[src/rtl/scd_pkg.sv]
`timescale 1ns / 1ps
// Package for the scancode decoder: key codes, decode result type and character table.
// No dependencies; imported by scd_decode, scancode_to_ascii_decoder_top and scd_checker.
package scd_pkg;

  localparam int CodeW = 8;
  localparam int CharW = 7;
  localparam int DataW = 8;

  localparam logic [CodeW-1:0] CODE_LAST      = 8'd59;
  localparam logic [CodeW-1:0] LSHIFT_PRESS   = 8'd42;
  localparam logic [CodeW-1:0] RSHIFT_PRESS   = 8'd54;
  localparam logic [CodeW-1:0] CAPS_PRESS     = 8'd58;
  localparam logic [CodeW-1:0] LSHIFT_RELEASE = 8'd170;
  localparam logic [CodeW-1:0] RSHIFT_RELEASE = 8'd182;

  typedef struct packed {
    logic             emit;
    logic [CharW-1:0] character;
    logic             shift_held;
    logic             caps_on;
  } dec_result_t;

  function automatic logic is_letter(input logic [5:0] code);
    return code inside {[6'd16:6'd25], [6'd30:6'd38], [6'd44:6'd50]};
  endfunction

  // Two-column key table: {plain, shifted}.
  function automatic logic [2*CharW-1:0] char_pair(input logic [5:0] code);
    logic [2*CharW-1:0] p;
    case (code)
      6'd1:  p = {7'h7E, 7'h7E};
      6'd2:  p = {7'h31, 7'h21};
      6'd3:  p = {7'h32, 7'h40};
      6'd4:  p = {7'h33, 7'h23};
      6'd5:  p = {7'h34, 7'h24};
      6'd6:  p = {7'h35, 7'h25};
      6'd7:  p = {7'h36, 7'h5E};
      6'd8:  p = {7'h37, 7'h26};
      6'd9:  p = {7'h38, 7'h2A};
      6'd10: p = {7'h39, 7'h28};
      6'd11: p = {7'h30, 7'h29};
      6'd12: p = {7'h2D, 7'h5F};
      6'd13: p = {7'h3D, 7'h2B};
      6'd14: p = {7'h08, 7'h08};
      6'd15: p = {7'h09, 7'h09};
      6'd16: p = {7'h71, 7'h51};
      6'd17: p = {7'h77, 7'h57};
      6'd18: p = {7'h65, 7'h45};
      6'd19: p = {7'h72, 7'h52};
      6'd20: p = {7'h74, 7'h54};
      6'd21: p = {7'h79, 7'h59};
      6'd22: p = {7'h75, 7'h55};
      6'd23: p = {7'h69, 7'h49};
      6'd24: p = {7'h6F, 7'h4F};
      6'd25: p = {7'h70, 7'h50};
      6'd26: p = {7'h5B, 7'h7B};
      6'd27: p = {7'h5D, 7'h7D};
      6'd28: p = {7'h0A, 7'h0A};
      6'd30: p = {7'h61, 7'h41};
      6'd31: p = {7'h73, 7'h53};
      6'd32: p = {7'h64, 7'h44};
      6'd33: p = {7'h66, 7'h46};
      6'd34: p = {7'h67, 7'h47};
      6'd35: p = {7'h68, 7'h48};
      6'd36: p = {7'h6A, 7'h4A};
      6'd37: p = {7'h6B, 7'h4B};
      6'd38: p = {7'h6C, 7'h4C};
      6'd39: p = {7'h3B, 7'h3A};
      6'd40: p = {7'h27, 7'h22};
      6'd41: p = {7'h60, 7'h7E};
      6'd43: p = {7'h5C, 7'h7C};
      6'd44: p = {7'h7A, 7'h5A};
      6'd45: p = {7'h78, 7'h58};
      6'd46: p = {7'h63, 7'h43};
      6'd47: p = {7'h76, 7'h56};
      6'd48: p = {7'h62, 7'h42};
      6'd49: p = {7'h6E, 7'h4E};
      6'd50: p = {7'h6D, 7'h4D};
      6'd51: p = {7'h2C, 7'h3C};
      6'd52: p = {7'h2E, 7'h3E};
      6'd53: p = {7'h2F, 7'h3F};
      6'd55: p = {7'h2A, 7'h2A};
      6'd57: p = {7'h20, 7'h20};
      default: p = '0;
    endcase
    return p;
  endfunction

endpackage

[src/rtl/scd_decode.sv]
`timescale 1ns / 1ps
// Combinational decode of one scancode against the current shift and caps flags.
// Depends on scd_pkg for key codes, the character table and dec_result_t.
module scd_decode (
  input  logic [scd_pkg::CodeW-1:0] code,
  input  logic                      shift_held,
  input  logic                      caps_on,
  output scd_pkg::dec_result_t      result
);
  import scd_pkg::*;

  logic [2*CharW-1:0] pair;
  logic               upper;
  logic               in_range;

  assign pair     = char_pair(code[5:0]);
  assign in_range = (code != '0) && (code <= CODE_LAST);
  assign upper    = is_letter(code[5:0]) ? (caps_on | shift_held) : shift_held;

  always_comb begin
    result.emit       = 1'b0;
    result.character  = upper ? pair[CharW-1:0] : pair[2*CharW-1:CharW];
    result.shift_held = shift_held;
    result.caps_on    = caps_on;
    if (code == LSHIFT_RELEASE || code == RSHIFT_RELEASE) begin
      result.shift_held = 1'b0;
    end else if (in_range) begin
      if (code == LSHIFT_PRESS || code == RSHIFT_PRESS) begin
        result.shift_held = 1'b1;
      end else if (code == CAPS_PRESS) begin
        result.caps_on = ~caps_on;
      end else begin
        result.emit = 1'b1;
      end
    end
  end

endmodule

[src/rtl/scancode_to_ascii_decoder_top.sv]
`timescale 1ns / 1ps
// Set-1 scancode to ASCII decoder: input register, decode, output register.
// Depends on scd_pkg and scd_decode.
// A character beat passes the input register and then the output register before m_tvalid rises.
// Throughput: one scancode beat per cycle, set by the single decode stage, while the output slot is free or draining.
// Reset (rst, synchronous): clears shift and caps flags and both valid flags.
module scancode_to_ascii_decoder_top (
  input  logic                      clk,
  input  logic                      rst,
  input  logic                      s_tvalid,
  output logic                      s_tready,
  input  logic [scd_pkg::DataW-1:0] s_tdata,   // [7:0] scan_code
  output logic                      m_tvalid,
  input  logic                      m_tready,
  output logic [scd_pkg::DataW-1:0] m_tdata    // [6:0] character, [7] zero
);
  import scd_pkg::*;

  // Input register
  logic             in_valid;
  logic [CodeW-1:0] in_code;

  // Keyboard modifier state
  logic shift_held;
  logic caps_on;

  // Output register
  logic             out_valid;
  logic [CharW-1:0] out_char;

  dec_result_t dec;
  logic        out_free;
  logic        advance;

  scd_decode u_decode (
    .code       (in_code),
    .shift_held (shift_held),
    .caps_on    (caps_on),
    .result     (dec)
  );

  // Output slot can take a new character when empty or being drained this cycle.
  assign out_free = ~out_valid | m_tready;
  // Retire the held beat: beats with no character never wait on the output side.
  assign advance  = in_valid & (~dec.emit | out_free);
  assign s_tready = ~in_valid | advance;

  always_ff @(posedge clk) begin
    if (rst) begin
      in_valid   <= 1'b0;
      shift_held <= 1'b0;
      caps_on    <= 1'b0;
      out_valid  <= 1'b0;
    end else begin
      // Capture a new scancode beat, or drop the slot once it has retired.
      if (s_tvalid && s_tready) begin
        in_valid <= 1'b1;
      end else if (advance) begin
        in_valid <= 1'b0;
      end
      // Flags advance in beat order, only when the beat retires.
      if (advance) begin
        shift_held <= dec.shift_held;
        caps_on    <= dec.caps_on;
      end
      // Drain the output, then refill it if a character retires.
      if (out_valid && m_tready) begin
        out_valid <= 1'b0;
      end
      if (advance && dec.emit) begin
        out_valid <= 1'b1;
      end
    end
  end

  // Payload registers: no reset needed.
  always_ff @(posedge clk) begin
    if (s_tvalid && s_tready) begin
      in_code <= s_tdata[CodeW-1:0];
    end
    if (advance && dec.emit) begin
      out_char <= dec.character;
    end
  end

  assign m_tvalid = out_valid;
  assign m_tdata  = {{(DataW-CharW){1'b0}}, out_char};

endmodule

[config.mk]
export PLATFORM = sky130hd
export DESIGN_NAME = scancode_to_ascii_decoder_top
export DESIGN_NICKNAME = d
export VERILOG_FILES = /design/src/rtl/scd_pkg.sv /design/src/rtl/scd_decode.sv /design/src/rtl/scancode_to_ascii_decoder_top.sv
export SDC_FILE = /design/constraint.sdc
export NUM_CORES = 1
export LEC_CHECK = 0
export BUFFER_PORTS_ARGS = -buffer_cell sky130_fd_sc_hd__buf_4
export CORE_MARGIN = 2
export CORE_UTILIZATION = 25
export CTS_BUF_LIST = sky130_fd_sc_hd__clkbuf_4 sky130_fd_sc_hd__clkbuf_8 sky130_fd_sc_hd__clkbuf_16
export CTS_CLUSTER_DIAMETER = 100
export DETAILED_ROUTE_END_ITERATION = 8
export PLACE_DENSITY_LB_ADDON = 0.15
export SKIP_CTS_REPAIR_TIMING = 1
export SYNTH_ARGS = -nofsm -noshare
export SYNTH_HDL_FRONTEND = slang
export SYNTH_SLANG_ARGS = --single-unit
[constraint.sdc]
create_clock -name clk -period 3.4 [get_ports clk]
set_input_delay 0.17 -clock clk [delete_from_list [all_inputs] [get_ports clk]]
set_output_delay 0.17 -clock clk [all_outputs]
set_load 0.01 [all_outputs]
==> flow_summary.yaml <==
outcome:
  run_status: "finished clean"
job:
  max_cap_violations: 0
power:
  peakVddDrop_v: 0.000115
  seqPwrFrac_pct: 40.3
  switchingPower_mw: 0.412
  pwr-share-clk_pct: 24.9
  totalPowerFinal_mw: 1.18
  cell_internal_pwr_mw: 0.766
  comb_power_share_pct: 34.8
  power_switching_share_pct: 35.0
  leakagePower_nw: 1.28
  power_per_unit_of_standard_cell_area_mw_per_mm2: 356
synthesis:
  post_synth.cell_area_avg_um2: 8.55
  dominantRegCellSynth: "dfxtp_1"
  yosys.cell_count.top_type: "nand2_1"
  yosysUniqueCellTypes: 72
  netlist.top_cell.by_area: "edfxtp_1"
  number_of_standard_cells_after_synthesis: 323
  synth_fp_nets: 346
  seq_area_frac_synth_pct: 29.4
  netlist.area_leader.share_pct: 16.3
  yosys-top-cells-count: "nand2_1 (40), a21oi_1 (23), o21ai_0 (21), dfxtp_1 (18), nor2_1 (17)"
  yosys_register_bits: 33
  async_reset_ff_share_pct: 0
  synth.area.top_cells: "edfxtp_1 (16%), dfxtp_1 (13%), nand2_1 (5.4%)"
  syn-cell-area_mm2: 0.00276
  synthesis.yosys.warnings: 0
  synth_enable_flop_cells: 15
clocking:
  cts_buffers: 5
  clk_latency_ps: 280
  worst_setup_hold_path_clk_slew_ps: 80
  num_clock_sinks: 33
  clockBufferDepth: 2
  cts_root_buf: "clkbuf_8"
  tritoncts: "yes"
  clock_tree.htree_level_count: 2
setup_path:
  timing.setup.critical_path_class: "register to register"
  setup.worst_path.start_class: "register"
  crit_slowest_cell: "edfxtp_1"
  crit_arrival_ps: 3450
  path_max_fanout: 10
  cp.buffers_inverters: 2
  slowest_delay_ps: 450
  cp_top_delay_family: "simple AND/OR/NAND/NOR gates"
  crit_path_cells: "buf_4 -> nor4_2 -> and3_4 -> a211oi_4 -> buf_4 -> o21ai_2 -> nand2_2 -> ha_1 -> xnor2_1 -> or3_1 -> a31oi_4 -> o21ai_2 -> a222oi_1"
  cp.required_ps: 3560
  endpoint_kind: "register"
global_route:
  maximum_number_of_pins_on_one_net_before_global_route_repair: 18
  grt_pass1_wl_um: 14800
  first_global_vias: 2651
  globalRouteTotalUtil_pct: 16.2
  gr-total-overflow: 0
  grt_antenna_before_repair: 0
sta:
  post-route-worst-setup-slack_ps: 112
  max_slew.worst_pin.slew_ps: 618
  worst_clock_skew_ps: 6.13
  relSlewSlack_pct: 58.7
  maxClockFrequency_mhz: 304
  finalSetupTns_ps: 0
  report.final.slew_viol_count: 0
  timing.final.hold_violations: 0
  final_min_period_over_clock_period_pct: 96.7
  unrepaired_setup_endpoints_after_global_routing: "yes"
  setup_failing_eps_final: 0
  fin_crit_ps: 3290
drt:
  detailed_router_iteration_count_before_antenna_repair: 5
  drcViolationCount: 0
  per_cell_routed_wire_length_um: 18.5
  drt_iter0_markers: 194
  detailroute.via_count: 2708
  drt-vias-per-instance: 5.42
  routed_wl_um: 9240
  antenna_violating_nets_post_route: 0
placement:
  dp_hpwl_um: 6960
  finalWeightedCongestion: 0.890
  post-place-ws_ps: -5.74
  count_of_port_buffers_added_during_placement: 20
  postPlaceCellArea_mm2: 0.00318
final_layout:
  antenna_cells_inserted: 0
  post_route_cells_drive_above_1_share_pct: 28.1
  final_core_utilization_pct: 30.7
  flow.area_growth_from_synthesis_pct: 19.9
  finalNetCount: 382
  final_design_area_no_fill_mm2: 0.00331
floorplan:
  boundaryPins: 22
  chipHeight_um: 109
  area_of_the_die_mm2: 0.0119
  start_util_pct: 25.6
  dieWidth_um: 109
  core.rowCount: 38
  floorplan.core_area_mm2: 0.0108
hold_path:
  timing.hold.worst.class: "input port to register"
[final cells by class]
class | count | area [um2]
Clock buffer | 5 | 68.8
Clock inverter | 3 | 16.3
Fill cell | 1141 | 7480
Inverter | 12 | 57.6
Multi-Input combinational cell | 253 | 1770
Sequential cell | 33 | 811
Tap cell | 140 | 175
Timing Repair Buffer | 54 | 405
[logic make-up (layout without fill, tap and decap cells)]
logic type / Yosys count / count (layout) / synth area share [%]
adders and majority gates: 11 / 11 / 4.99
AOI/OAI and AO/OA: 123 / 123 / 32.7
muxes: 12 / 12 / 4.71
buffers and inverters: 37 / 74 / 7.43
other: 1 / 1 / 0.136
xor gates and xnor gates: 5 / 5 / 1.59
DFF: 33 / 33 / 29.4
and+or+nand+nor: 101 / 101 / 19.1
[worst paths after layout]
| path | startpoint | end | slack (ps) | depth (start not counted) |
|---|---|---|---|---|
| setup / recovery | in_code[4] | u_decode.pair[2] | 110 | 13 |
| setup reg to reg | in_code[4] | u_decode.pair[2] | 110 | 13 |
| hold reg to reg | in_code[7] | shift_held | 530 | 1 |
| hold / removal | s_tdata[6] | in_code[6] | 60 | 1 |
[stage by stage]
step	hold slack (ps)	std cells
after floorplan	239	323
after global placement	349	490
after detailed placement	350	490
after CTS	47.9	498
after global routing	51.2	500
final	60.0	500
[power groups by stage]
| stage | clock (mW) | sequential, mW | combinational (mW) |
|---|---|---|---|
| finish | 0.293 | 0.475 | 0.410 |
| floorplan | 0 | 0.478 | 0.271 |
| global route | 0.325 | 0.479 | 0.446 |
| detailed placement | 0 | 0.483 | 0.395 |
| CTS | 0.309 | 0.474 | 0.397 |
| global placement | 0 | 0.483 | 0.403 |
[cell usage in the layout, fill, tap and decap left out, types with 8 or more instances in the layout]
master / n
a21oi_1: 23
a31oi_1: 9
buf_4: 54
dfxtp_1: 18
edfxtp_1: 15
ha_1: 9
mux2_2: 8
nand2_1: 39
nor2_1: 17
o211ai_1: 12
o21ai_0: 21
[routing by layer]
metal  vias up  share of wire [%]  wire length (um)  GRT usage, %
li1       1290                  -                 -             -
met1      1312                 48              4400          22.7
met2        95                 47              4310          26.0
met3        11                4.1               378          1.67
met4         0                1.6               145          5.22
met5         -                  0                 0             0
[registers in the layout (all words and copies together), names as in the netlist]
signal         flops
u_decode.pair     14
in_code            8
out_char           7
caps_on            1
in_valid           1
m_tvalid           1
shift_held         1
Note: power is estimated with default switching activity, not from simulation.
